$ cat src/hdl/b64enc_pkg.sv
// Shared types, constants and the character encoding function for the base64 stream encoder.
package b64enc_pkg;

   localparam int QUEUE_DEPTH = 2;
   localparam int PTR_W = $clog2(QUEUE_DEPTH);
   localparam int COUNT_W = $clog2(QUEUE_DEPTH + 1);
   localparam int MAX_CHARS = 4;

   localparam logic [6:0] PAD_CHAR = 7'h3D;

   typedef struct packed {
      logic [MAX_CHARS-1:0][6:0] chars;
      logic [1:0] last_idx;
      logic fin;
   } bundle_type;

   typedef struct packed {
      logic full;
      logic empty;
   } queue_status_type;

   function automatic logic [6:0] encode_char(input logic [5:0] v);
      logic [6:0] r;
      if (v < 6'd26) begin
         r = 7'(v) + 7'd65;
      end else if (v < 6'd52) begin
         r = 7'(v) + 7'd71;
      end else if (v < 6'd62) begin
         r = 7'(v) - 7'd4;
      end else if (v == 6'd62) begin
         r = 7'd43;
      end else begin
         r = 7'd47;
      end
      return r;
   endfunction

endpackage

$ cat src/hdl/b64enc_front.sv
// Front end: takes a byte, splits it into 6-bit groups and padding, keeps leftover bits.
module b64enc_front (
   input  logic                    clock,
   input  logic                    reset,
   input  logic                    push,
   input  logic [7:0]              data_byte,
   input  logic                    final_byte,
   input  logic                    queue_full,
   output logic                    bundle_push,
   output b64enc_pkg::bundle_type  bundle
);

   logic [3:0]  leftover_ff, leftover_in;
   logic [2:0]  pend_count_ff, pend_count_in;
   logic [3:0]  shift;
   logic [3:0]  rem;
   logic [3:0]  mask;
   logic [11:0] acc;
   logic        two;
   logic [5:0]  grp0, grp1;
   logic [2:0]  pos;
   logic        accept;

   assign accept = push && !queue_full;
   assign bundle_push = accept;

   always_comb begin
      shift = {1'b1, pend_count_ff};
      acc = {leftover_ff, data_byte};
      two = pend_count_ff[2];
      rem = two ? shift - 4'd12 : shift - 4'd6;
      grp0 = 6'(acc >> (shift - 4'd6));
      grp1 = 6'(acc >> rem);
      mask = (rem >= 4'd4) ? 4'hF : ((4'd1 << rem) - 4'd1);

      bundle.chars = '0;
      bundle.fin = final_byte;
      bundle.chars[0] = b64enc_pkg::encode_char(grp0);
      pos = 3'd1;
      if (two) begin
         bundle.chars[1] = b64enc_pkg::encode_char(grp1);
         pos = 3'd2;
      end
      if (final_byte) begin
         if (rem == 4'd4) begin
            bundle.chars[pos[1:0]] = b64enc_pkg::encode_char({acc[3:0], 2'b00});
            bundle.chars[2'(pos + 3'd1)] = b64enc_pkg::PAD_CHAR;
            pos = pos + 3'd2;
         end else if (rem == 4'd2) begin
            bundle.chars[pos[1:0]] = b64enc_pkg::encode_char({acc[1:0], 4'b0000});
            bundle.chars[2'(pos + 3'd1)] = b64enc_pkg::PAD_CHAR;
            bundle.chars[2'(pos + 3'd2)] = b64enc_pkg::PAD_CHAR;
            pos = pos + 3'd3;
         end
      end
      bundle.last_idx = 2'(pos - 3'd1);

      if (final_byte) begin
         pend_count_in = 3'd0;
         leftover_in = 4'd0;
      end else begin
         pend_count_in = rem[2:0];
         leftover_in = acc[3:0] & mask;
      end
   end

   always_ff @(posedge clock) begin
      if (reset) begin
         leftover_ff <= 4'd0;
         pend_count_ff <= 3'd0;
      end else if (accept) begin
         leftover_ff <= leftover_in;
         pend_count_ff <= pend_count_in;
      end
   end

`ifndef SYNTHESIS
   a_pend_legal: assert property (@(posedge clock) disable iff (reset)
      pend_count_ff == 3'd0 || pend_count_ff == 3'd2 || pend_count_ff == 3'd4)
      else $error("pending bit count left the 0/2/4 set");
`endif

endmodule

$ cat src/hdl/b64enc_queue.sv
// Short queue of symbol bundles between the front and back ends.
module b64enc_queue (
   input  logic                          clock,
   input  logic                          reset,
   input  logic                          wr_en,
   input  b64enc_pkg::bundle_type        wr_data,
   input  logic                          rd_en,
   output b64enc_pkg::bundle_type        rd_data,
   output b64enc_pkg::queue_status_type  status
);

   b64enc_pkg::bundle_type entry_ff [b64enc_pkg::QUEUE_DEPTH];
   logic [b64enc_pkg::PTR_W-1:0]   wr_ptr_ff, wr_ptr_in;
   logic [b64enc_pkg::PTR_W-1:0]   rd_ptr_ff, rd_ptr_in;
   logic [b64enc_pkg::COUNT_W-1:0] count_ff, count_in;
   logic do_wr, do_rd;

   assign status.full = (count_ff == b64enc_pkg::COUNT_W'(b64enc_pkg::QUEUE_DEPTH));
   assign status.empty = (count_ff == '0);
   assign do_wr = wr_en && !status.full;
   assign do_rd = rd_en && !status.empty;
   assign rd_data = entry_ff[rd_ptr_ff];

   always_comb begin
      wr_ptr_in = wr_ptr_ff;
      rd_ptr_in = rd_ptr_ff;
      if (do_wr) begin
         wr_ptr_in = (wr_ptr_ff == b64enc_pkg::PTR_W'(b64enc_pkg::QUEUE_DEPTH - 1)) ?
                     '0 : wr_ptr_ff + 1'b1;
      end
      if (do_rd) begin
         rd_ptr_in = (rd_ptr_ff == b64enc_pkg::PTR_W'(b64enc_pkg::QUEUE_DEPTH - 1)) ?
                     '0 : rd_ptr_ff + 1'b1;
      end
      count_in = count_ff;
      if (do_wr && !do_rd) begin
         count_in = count_ff + 1'b1;
      end else if (do_rd && !do_wr) begin
         count_in = count_ff - 1'b1;
      end
   end

   always_ff @(posedge clock) begin
      if (reset) begin
         wr_ptr_ff <= '0;
         rd_ptr_ff <= '0;
         count_ff <= '0;
      end else begin
         wr_ptr_ff <= wr_ptr_in;
         rd_ptr_ff <= rd_ptr_in;
         count_ff <= count_in;
      end
   end

   always_ff @(posedge clock) begin
      if (do_wr) begin
         entry_ff[wr_ptr_ff] <= wr_data;
      end
   end

`ifndef SYNTHESIS
   a_count_bound: assert property (@(posedge clock) disable iff (reset)
      count_ff <= b64enc_pkg::COUNT_W'(b64enc_pkg::QUEUE_DEPTH))
      else $error("queue count overflow");
   a_ptr_track: assert property (@(posedge clock) disable iff (reset)
      (status.empty || status.full) |-> (wr_ptr_ff == rd_ptr_ff))
      else $error("queue pointers disagree with count");
`endif

endmodule

$ cat src/hdl/b64enc_back.sv
// Back end: steps through each bundle and presents one character per cycle while rsp_pop keeps the output free.
module b64enc_back (
   input  logic                          clock,
   input  logic                          reset,
   input  b64enc_pkg::bundle_type        head,
   input  b64enc_pkg::queue_status_type  qstat,
   output logic                          head_pop,
   input  logic                          rsp_pop,
   output logic                          rsp_empty,
   output logic [6:0]                    rsp_symbol,
   output logic                          rsp_last_symbol
);

   logic       rsp_valid_ff, rsp_valid_in;
   logic [6:0] symbol_ff;
   logic       last_ff;
   logic [1:0] idx_ff, idx_in;
   logic       load;
   logic       at_end;

   assign load = !qstat.empty && (!rsp_valid_ff || rsp_pop);
   assign at_end = (idx_ff == head.last_idx);
   assign head_pop = load && at_end;

   assign rsp_empty = !rsp_valid_ff;
   assign rsp_symbol = symbol_ff;
   assign rsp_last_symbol = last_ff;

   always_comb begin
      rsp_valid_in = rsp_valid_ff;
      if (load) begin
         rsp_valid_in = 1'b1;
      end else if (rsp_pop) begin
         rsp_valid_in = 1'b0;
      end
      idx_in = idx_ff;
      if (load) begin
         idx_in = at_end ? 2'd0 : idx_ff + 2'd1;
      end
   end

   always_ff @(posedge clock) begin
      if (reset) begin
         rsp_valid_ff <= 1'b0;
         idx_ff <= 2'd0;
      end else begin
         rsp_valid_ff <= rsp_valid_in;
         idx_ff <= idx_in;
      end
   end

   always_ff @(posedge clock) begin
      if (load) begin
         symbol_ff <= head.chars[idx_ff];
         last_ff <= head.fin && at_end;
      end
   end

`ifndef SYNTHESIS
   a_idx_in_bundle: assert property (@(posedge clock) disable iff (reset)
      !qstat.empty |-> (idx_ff <= head.last_idx))
      else $error("character index past end of bundle");
   a_idx_idle: assert property (@(posedge clock) disable iff (reset)
      qstat.empty |-> (idx_ff == 2'd0))
      else $error("character index not cleared between bundles");
`endif

endmodule

$ cat src/hdl/base64_stream_encoder_unit.sv
// Top level of the base64 stream encoder.
//
// Request side: drive req_data_byte and req_final_byte with req_push; a byte is
// taken at a clock edge where req_push is high and req_full is low. Mark the
// last byte of each message with req_final_byte.
// Result side: while rsp_empty is low, rsp_symbol holds the oldest ASCII
// character (base64 alphabet or '=') and rsp_last_symbol flags the final
// character of a message; assert rsp_pop to take it.
// Path: each byte's bundle is written into the queue, and its characters are then
// loaded in turn into the output register. Each byte yields one to four
// characters, delivered one per cycle while rsp_pop keeps taking them; three bytes
// give four characters, so an unstalled stream is limited by the output register
// at one character per cycle.
// A two-entry queue between the byte splitter and the character sequencer
// absorbs stalls: when rsp_pop stays low, the queue fills and req_full rises;
// nothing is lost.
// Reset (synchronous, active high) empties the queue and output, and clears
// the leftover bits, so the next byte starts a new message.
module base64_stream_encoder_unit (
   input  logic       clock,
   input  logic       reset,
   input  logic       req_push,
   output logic       req_full,
   input  logic [7:0] req_data_byte,
   input  logic       req_final_byte,
   output logic       rsp_empty,
   input  logic       rsp_pop,
   output logic [6:0] rsp_symbol,
   output logic       rsp_last_symbol
);

   b64enc_pkg::bundle_type        wr_bundle;
   b64enc_pkg::bundle_type        head;
   b64enc_pkg::queue_status_type  qstat;
   logic                          bundle_push;
   logic                          head_pop;

   assign req_full = qstat.full;

   b64enc_front u_front (
      .clock       (clock),
      .reset       (reset),
      .push        (req_push),
      .data_byte   (req_data_byte),
      .final_byte  (req_final_byte),
      .queue_full  (qstat.full),
      .bundle_push (bundle_push),
      .bundle      (wr_bundle)
   );

   b64enc_queue u_queue (
      .clock   (clock),
      .reset   (reset),
      .wr_en   (bundle_push),
      .wr_data (wr_bundle),
      .rd_en   (head_pop),
      .rd_data (head),
      .status  (qstat)
   );

   b64enc_back u_back (
      .clock           (clock),
      .reset           (reset),
      .head            (head),
      .qstat           (qstat),
      .head_pop        (head_pop),
      .rsp_pop         (rsp_pop),
      .rsp_empty       (rsp_empty),
      .rsp_symbol      (rsp_symbol),
      .rsp_last_symbol (rsp_last_symbol)
   );

endmodule

$ cat config.mk
export PLATFORM = sky130hd
export DESIGN_NAME = base64_stream_encoder_unit
export DESIGN_NICKNAME = d
export VERILOG_FILES = /design/src/hdl/b64enc_pkg.sv /design/src/hdl/b64enc_front.sv /design/src/hdl/b64enc_queue.sv /design/src/hdl/b64enc_back.sv /design/src/hdl/base64_stream_encoder_unit.sv
export SDC_FILE = /design/constraint.sdc
export NUM_CORES = 1
export LEC_CHECK = 0
export ABC_AREA = 1
export BUFFER_PORTS_ARGS = -buffer_cell sky130_fd_sc_hd__buf_2
export CAP_MARGIN = 10
export CORE_ASPECT_RATIO = 0.8
export CORE_MARGIN = 10
export CORE_UTILIZATION = 55
export CTS_CLUSTER_DIAMETER = 30
export DETAILED_ROUTE_END_ITERATION = 16
export GPL_TIMING_DRIVEN = 0
export PLACE_DENSITY = 0.73
export SKIP_LAST_GASP = 1
export SYNTH_ARGS = -nofsm -noshare
export SYNTH_HDL_FRONTEND = slang
export SYNTH_SLANG_ARGS = --single-unit
$ cat constraint.sdc
create_clock -name clock -period 3 [get_ports clock]
set_clock_uncertainty 0.05 [all_clocks]
set_input_delay 0.6 -clock clock [delete_from_list [all_inputs] [get_ports clock]]
set_output_delay 0.6 -clock clock [all_outputs]
set_load 0.05 [all_outputs]
==> results.cfg, run 1 <==
[die]
initial_utilization_pct = 57.2
io_pins = 23
dieHeight_um = 102
die_w_um = 122
core.rowCount = 29
coreArea_um2 = 8060
die-area_um2 = 12500

[critical_path]
end_kind = flop
critPathMaxFanout = 10
cp-start-kind = flop
crit_arrival_ns = 2.85
crit_required_ns = 3.02
critical_path_class = flop to flop

[global_route]
grt_pass1_wl_um = 19000
grt_max_degree = 15
grt_overflow = 0
grt_util_all_layers_pct = 19.2
antenna_found_initial = 0
grt_pass1_vias = 3774

[detailed_routing]
wl_per_cell_um = 16.1
vias = 4046
firstDrtPassIters = 5
drtAntennaViolNets = 0
wl_um = 11700
initialDrtViolationCount = 279
viasPerCell = 5.57
drcViolationCount = 0

[clock_tree]
clkTransAtPathRegs_ns = 0.08
clkLatencyLatePin_ns = 0.34
htree_levels = 3
cts_sinks = 72
cts-buffers-inserted = 9
cts_root_buf = clkbuf_8
cts_tree = built
cts_buffer_depth = 2

[synthesis]
netlist_top_cells_count = nand2_1, nor2_1, edfxtp_1, o21ai_0, inv_1
synth_seq_cells = 72
yosysWarnings = 0
synth_ff_type = edfxtp_1
syn-mean-instance-area_um2 = 8.00
postSynth.asyncResetShare_pct = 0
synth_seq_area_share_pct = 43.9
netlist.area_leader.share_pct = 37.8
synth_edf_count = 58
yosys.area.top_type = edfxtp_1
synthTopCellsByArea = edfxtp_1, nand2_1, dfxtp_1
synth.most_common_cell = nand2_1
synth_cell_types = 39
synth_area_um2 = 4610
synth_fp_nets = 611
syn_inst = 576

[run_status]
status = complete, no violations

[timing]
setup_viol = 0
timing.final.max_slew_violations = 0
setup_tns_ns = 0
finalHoldViolCount = 0
worstMarginPinSlew_ns = 1.06
slew_headroom_pct = 29.3
layout_min_cycle_time_ns = 2.83
hold_ws_ns = 0.483
finalCritPeriodShare_pct = 94.3
rsz0062_at_grt = false
max_freq_ghz = 0.353

[finish]
area_delta_synth_final_pct = 12.1
multiInputGateArea_um2 = 2340
num_antenna_cells = 0
drive_above_1_share_pct = 16.5
regArea_um2 = 2030
fill_cells = 736
fin_nets = 648
layoutNonFillerInstCount = 726

[pwr]
power.density_nw_per_um2 = 864
power_mw = 4.47
vdd_ir_drop_max_v = 0.000592
leakage_nw = 2.18

[placement]
gp_congestion = 0.879
io_buffers = 20
place_inst = 706
dp_hpwl_um = 8740

[worst_hold_path]
hp-class = flop to flop

[job]
max-cap-violations = 0
-- final cells by class --
class | count | share of cell area, %
Buffer | 17 | 1.79
Clock buffer | 10 | 2.47
Clock inverter | 6 | 1.16
Inverter | 58 | 4.40
Multi-Input combinational cell | 429 | 45.3
Sequential cell | 72 | 39.2
Tap cell | 108 | 2.61
Timing Repair Buffer | 26 | 3.10
-- power breakdown --
group          total (mW)  switching [mW]  leakage (nW)  internal (mW)
clock network       0.717           0.338        0.0937          0.379
registers            1.53          0.0928         0.662           1.44
logic                2.22            1.55          1.42          0.675
-- metrics by stage --
step / area (um^2) / setup WS, ns / utilization [%]
CTS: 5100 / 0.0191 / 63.3
global placement: 4850 / -0.317 / 60.2
detailed placement: 4880 / -0.281 / 60.6
finish: 5170 / 0.171 / 64.2
global route: 5170 / 0.00326 / 64.2
floorplan: 4610 / 0.240 / -
-- layer usage --
metal	global-route usage [%]	wire length, um	vias to the layer above
met5	0	0	-
met4	7.50	244	0
met3	3.03	580	17
met2	30.2	5440	106
met1	26.2	5440	1901
li1	-	-	2022
-- layout by cell type, fill, tap and decap left out, types with 3 or more instances in the layout --
master	count
nor2_4	3
nand2_1	127
dfxtp_1	13
inv_2	10
xnor2_1	5
nand3_1	43
edfxtp_1	58
nand2_4	5
xor2_1	5
inv_1	45
buf_4	5
o22ai_1	7
ha_1	18
o211ai_1	10
nand3_2	3
a21oi_2	4
nand2_2	13
clkbuf_1	12
buf_6	3
nor2_2	7
o21ai_1	14
clkbuf_8	9
buf_2	22
a21oi_1	21
nand4_1	6
nor2_1	71
o21ai_0	46
-- state kept, by name, summed over array words and instances (netlist names), named ones only --
signal / flops
u_back.rsp_valid_ff: 1
u_back.rsp_symbol: 7
u_queue.rd_ptr_ff: 1
u_front.pend_count_ff: 2
u_back.idx_ff: 2
u_queue.count_ff: 2
u_back.rsp_last_symbol: 1
u_queue.wr_ptr_ff: 1
u_front.leftover_ff: 4
u_queue.entry_ff: 50
-- cell families after synthesis --
group                    share of synthesized area (%)
AND/OR/NAND/NOR                                   27.4
XOR/XNOR                                          1.90
AO/OA/AOI/OAI                                     14.1
buffers and inverters                             6.59
adder cells (fa/ha/maj)                           6.13
flip-flops                                        43.9
-- critical path, cell delays in order, from the launching register on --
cell,delay (ns)
dfxtp_4,0.38
buf_6,0.14
inv_4,0.07
ha_4,0.28
inv_6,0.10
buf_6,0.15
nor2_1,0.07
o21ai_1,0.12
nand3_1,0.13
nand2_4,0.16
inv_2,0.06
ha_1,0.23
nor2_4,0.18
inv_2,0.08
nand3_1,0.08
nand3_1,0.07
nand2_1,0.07
nand2_1,0.11
-- timing repair --
action,CTS,global route
gates resized for setup,7,12
pin swaps,1,3
setup endpoints to repair,28,28
setup buffers,1,3
hold buffers,0,0
-- path summary, 6_finish.rpt --
path	to	slack [ns]	startpoint	cells after the start
setup / recovery	u_queue.entry_ff[1][14]	0.17	u_front.pend_count_ff[1]	17
hold / removal	flop	0.48	u_queue.rd_ptr_ff	2
setup reg to reg	u_queue.entry_ff[1][14]	0.17	u_front.pend_count_ff[1]	17
hold reg to reg	flop	0.48	u_queue.rd_ptr_ff	2
(Power assumes the default switching activity.)
==> run 2, diff against run 1 <==
Settings changed: ABC_AREA 1 to default, CORE_UTILIZATION 55 to 62, PLACE_DENSITY 0.73 to 0.8.
==> results.cfg, run 2 <==
[clock_tree]
clkTransAtPathRegs_ns = 0.08
clkLatencyLatePin_ns = 0.34
cts_root_buf = clkbuf_8
cts-buffers-inserted = 9
cts_tree = built
htree_levels = 3
cts_buffer_depth = 2
cts_sinks = 72
postCtsHoldBufs = 0

[synthesis]
yosysWarnings = 0
synth_edf_count = 58
synthTopCellsByArea = edfxtp_1, dfxtp_1, mux4_2
yosys.area.top_type = edfxtp_1
postSynth.asyncResetShare_pct = 0
synth_seq_cells = 72
netlist_top_cells_count = edfxtp_1, nand2_1, a21oi_1, nor2_1, inv_1
synth.most_common_cell = edfxtp_1
synth_fp_nets = 477
synth_ff_type = edfxtp_1
synth_seq_area_share_pct = 43.0
synth_area_um2 = 4700
netlist.area_leader.share_pct = 37.0
syn-mean-instance-area_um2 = 10.6
syn_inst = 442
synth_cell_types = 66

[die]
die-area_um2 = 11500
io_pins = 23
dieHeight_um = 97.9
core.rowCount = 28
initial_utilization_pct = 63.6
coreArea_um2 = 7390
die_w_um = 117

[critical_path]
end_kind = flop
critical_path_class = flop to flop
crit_required_ns = 3.00
crit_arrival_ns = 3.15
critPathMaxFanout = 8
cp-start-kind = flop

[timing]
setup_viol = 22
slew_headroom_pct = 25.1
finalHoldViolCount = 0
rsz0062_at_grt = true
hold_ws_ns = 0.417
finalCritPeriodShare_pct = 105
timing.final.max_slew_violations = 0
layout_min_cycle_time_ns = 3.14
setup_tns_ns = -1.71
worstMarginPinSlew_ns = 1.12
setup_ws_ns = -0.144
max_freq_ghz = 0.318

[global_route]
antenna_found_initial = 0
grt_pass1_wl_um = 19900
grt_pass1_vias = 3876
grt_overflow = 0
grt_max_degree = 26
grt_util_all_layers_pct = 21.0

[finish]
layout_commonest_cell = edfxtp_1
final_cell_mix = edfxtp_1, buf_4, nand2_1, buf_2, a21oi_1
area_delta_synth_final_pct = 28.7
largest_reg_flops = 50
fin_nets = 564
fill_cells = 425
num_antenna_cells = 0
top_register = u_queue.entry_ff
fin_util_pct = 81.9
multiInputGateArea_um2 = 2760
final_area_um2 = 6050
drive_above_1_share_pct = 37.1
regArea_um2 = 2030

[worst_hold_path]
hp-class = input port to flop

[detailed_routing]
drcViolationCount = 0
wl_um = 13000
viasPerCell = 6.28
drtAntennaViolNets = 0
vias = 4015
wl_per_cell_um = 20.4
firstDrtPassIters = 5
initialDrtViolationCount = 448

[placement]
place_ws_ns = -0.593
placed_area_um2 = 5030
io_buffers = 22
dp_hpwl_um = 8180
gp_congestion = 0.907

[pwr]
leakage_nw = 2.29
power.density_nw_per_um2 = 762
vdd_ir_drop_max_v = 0.000448

[run_status]
violations = negative setup slack
status = finished with violations

[job]
max-cap-violations = 0
run 2: cell types whose count changed in the layout (fill, tap and decap cells not counted), sizes merged, moves of 8 or more:
cell	change
mux4	+13
nand2	-107
mux2i	+21
nor2	-53
o21ai	-37
mux2	+8
nor3	+8
inv	-28
buf	+59
nand3	-26
run 2: where the power goes:
group,switching (mW),total [mW],internal [mW]
sequential,0.0892,1.49,1.40
combinational,1.30,2.18,0.880
clock,0.377,0.939,0.563
total,1.77,4.61,2.84
run 2: final cells by class:
class,count,area share [%]
inverter,29,1.98
sequential,72,33.5
timing repair buffer,78,9.67
multi-input combinational,316,45.6
clock inverter,7,2.07
buffer,23,2.98
clock buffer,9,2.05
tap,105,2.17
run 2: cells by family after synthesis:
logic type | after synthesis | share of synthesized area, %
simple gates | 124 | 13.4
compound gates | 112 | 16.4
flops | 72 | 43.0
buf+inv | 54 | 5.51
mux | 42 | 12.8
fa+ha+maj | 22 | 6.01
xor+xnor | 16 | 2.98
run 2: routing by layer:
layer  GRT usage, %  vias to the layer above  part of all wire (%)
met3           4.09                       66                   9.1
met2           34.6                      220                    47
met4           9.32                        0                   4.6
li1               -                     1840                     -
met5              0                        -                     0
met1           26.3                     1889                    40
run 2: worst max-delay path: stages (launching register included):
cell and delay (ns):
dfxtp_4 0.38, buf_8 0.10, clkinvlp_4 0.15, ha_4 0.21, buf_8 0.12, buf_4 0.15, mux2i_2 0.24, o221a_4 0.29
inv_6 0.07, ha_4 0.18, nand3_2 0.09, nand3_4 0.10, a41o_1 0.29, nand2b_4 0.12, o22a_1 0.21, a31oi_4 0.11
run 2: path summary, 6_finish.rpt:
| kind | slack [ns] | start | cells past startpoint | endpoint |
|---|---|---|---|---|
| min | 0.42 | reset | 2 | u_front.leftover_ff[1] |
| max reg2reg | -0.14 | u_front.pend_count_ff[2] | 15 | u_queue.entry_ff[1][14] |
| min reg2reg | 0.46 | u_back.rsp_valid_ff | 2 | u_back.rsp_valid_ff |
| max | -0.14 | u_front.pend_count_ff[2] | 15 | u_queue.entry_ff[1][14] |
run 2: stage by stage:
step | cells | power, mW
6_report | 639 | 4.61
5_1_grt | 639 | 4.84
4_1_cts | 626 | 4.41
3_5_place_dp | 570 | 3.28
3_3_place_gp | 569 | 3.21
2_1_floorplan | 442 | 2.86
run 2: timing repair:
action / CTS / global route
endpoints found under the setup margin: 28 / 34
buffers inserted: 41 / 16
resized for setup: 40 / 46
cloned: 1 / 0
pin swaps: 16 / 27
==> run 3, diff against run 2 <==
Settings changed: CORE_UTILIZATION 62 to 60, PLACE_DENSITY 0.8 to 0.78, RECOVER_POWER from default to 25.
==> results.cfg, run 3 (synthesis gave the netlist of run 2 again) <==
[pwr]
leakage_nw = 2.23
vdd_ir_drop_max_v = 0.000469
power.density_nw_per_um2 = 752

[timing]
worstMarginPinSlew_ns = 1.14
setup_viol = 24
finalCritPeriodShare_pct = 105
max_freq_ghz = 0.316
setup_tns_ns = -1.93
setup_ws_ns = -0.161
layout_min_cycle_time_ns = 3.16
slew_headroom_pct = 23.8
timing.final.max_slew_violations = 0
finalHoldViolCount = 0
hold_ws_ns = 0.410
rsz0062_at_grt = true

[critical_path]
cpPeakStageDelay_ns = 0.36
rr_worst_depth = 15
crit_path_cell_trace = buf_8 -> clkinvlp_4 -> ha_4 -> buf_8 -> mux2_2 -> a21oi_2 -> a21o_1 -> inv_4 -> ha_4 -> nand3_4 -> nand3_4 -> a41o_1 -> nand2b_4 -> o22a_1 -> a31oi_4
crit_arrival_ns = 3.17
crit_required_ns = 3.01
critical_path_class = flop to flop
crit_path_top_delay_cell = dfxtp_4
r2r_end = u_queue.entry_ff[0][14]
critPathMaxFanout = 6
worstReg2RegStart = u_front.pend_count_ff[2]
end_kind = flop
r2r_slack_ns = -0.16
cp-start-kind = flop

[finish]
top_register = u_queue.entry_ff
num_antenna_cells = 0
final_cell_mix = edfxtp_1, buf_4, nand2_1, buf_2, a21oi_1
fill_cells = 486
fin_nets = 557
area_delta_synth_final_pct = 25.7
drive_above_1_share_pct = 35.9
layoutNonFillerInstCount = 632
largest_reg_flops = 50
layout_commonest_cell = edfxtp_1

[global_route]
grt_max_degree = 26
grt_pass1_vias = 3756
grt_util_all_layers_pct = 20.2
grt_overflow = 0
antenna_found_initial = 1
grt_pass1_wl_um = 19400

[worst_hold_path]
whs_path_depth = 2
min_to = u_back.rsp_valid_ff
hp-class = input port to flop
min_from = reset

[placement]
gp_congestion = 0.918
io_buffers = 22
place_inst = 570
dp_hpwl_um = 8390

[clock_tree]
clkLatencyLatePin_ns = 0.35
htree_levels = 3
postCtsHoldBufs = 0
cts-buffers-inserted = 9
clkTransAtPathRegs_ns = 0.08
cts_sinks = 72
cts_root_buf = clkbuf_8
cts_buffer_depth = 2
cts_tree = built

[die]
io_pins = 23
dieHeight_um = 99.2
die_w_um = 119
die-area_um2 = 11800
coreArea_um2 = 7500
initial_utilization_pct = 62.8
core.rowCount = 28

[detailed_routing]
viasPerCell = 6.38
firstDrtPassIters = 6
vias = 4032
drtAntennaViolNets = 0
initialDrtViolationCount = 532
wl_per_cell_um = 20.1
wl_um = 12700
drcViolationCount = 0

[job]
max-cap-violations = 0

[run_status]
status = finished with violations
violations = negative setup slack
==> run 3: changes by cell type in the layout (fill, tap and decap cells not counted), moves of 3 or more <==
cell,delta
xnor2_1,+3
xnor2_2,-3
buf_4,-6
a21oi_2,+4
==> run 3: what timing repair did <==
item                                    4_1_cts  5_1_grt
hold endpoints to repair                      0        0
endpoints found under the setup margin       28       32
gates resized for setup                      37       44
buffers inserted                             30       17
cloned                                        0        0
pin swaps                                    15       25
==> run 3: worst max-delay path by stage <==
| stage | start | to | slack (ns) | depth (start not counted) |
|---|---|---|---|---|
| floorplan | u_front.pend_count_ff[1] | u_queue.entry_ff[0][11] | 0.005 | 17 |
| global placement | u_front.pend_count_ff[2] | u_queue.entry_ff[1][14] | -0.52 | 15 |
| detailed placement | u_front.pend_count_ff[2] | u_queue.entry_ff[1][14] | -0.57 | 15 |
| CTS | u_front.pend_count_ff[2] | u_queue.entry_ff[1][4] | -0.05 | 14 |
| global route | u_front.pend_count_ff[2] | u_queue.entry_ff[0][14] | -0.24 | 15 |
| finish | u_front.pend_count_ff[2] | u_queue.entry_ff[0][14] | -0.16 | 15 |
==> run 3: final cells by class <==
type | count | area [um^2] | area share, %
Tap cell | 105 | 131 | 2.22
Inverter | 29 | 120 | 2.03
Timing Repair Buffer | 70 | 513 | 8.67
Sequential cell | 72 | 2030 | 34.3
Clock inverter | 7 | 77.6 | 1.31
Buffer | 24 | 188 | 3.17
Clock buffer | 9 | 124 | 2.09
Multi-Input combinational cell | 316 | 2730 | 46.2
==> run 3: routing by layer <==
metal | track usage, % | routed length, um
met2 | 33.5 | 6040
met3 | 4.92 | 1120
met1 | 25.0 | 5080
met5 | 0 | 9
met4 | 7.59 | 464
==> run 3: where the power goes <==
part	internal (mW)	switching [mW]	total [mW]
logic	0.878	1.30	2.18
registers	1.40	0.0872	1.49
clock network	0.393	0.387	0.780
==> run 3: metrics by stage <==
| step | util, % | total power [mW] | setup WS [ns] | area [um^2] |
|---|---|---|---|---|
| finish | 78.9 | 4.45 | -0.161 | 5910 |
| floorplan | - | 2.86 | 0.00470 | 4760 |
| detailed placement | 67.1 | 3.30 | -0.566 | 5030 |
| global placement | 66.7 | 3.21 | -0.518 | 5000 |
| CTS | 74.8 | 4.23 | -0.0478 | 5610 |
| global route | 78.9 | 4.67 | -0.241 | 5910 |
==> run 3: critical path: cells and delay by family (launching register included) <==
family / cells / cell delay, ns
compound gates: 5 / 0.97
buf+inv: 4 / 0.48
fa+ha+maj: 2 / 0.43
flops: 1 / 0.36
simple gates: 3 / 0.29
mux: 1 / 0.27
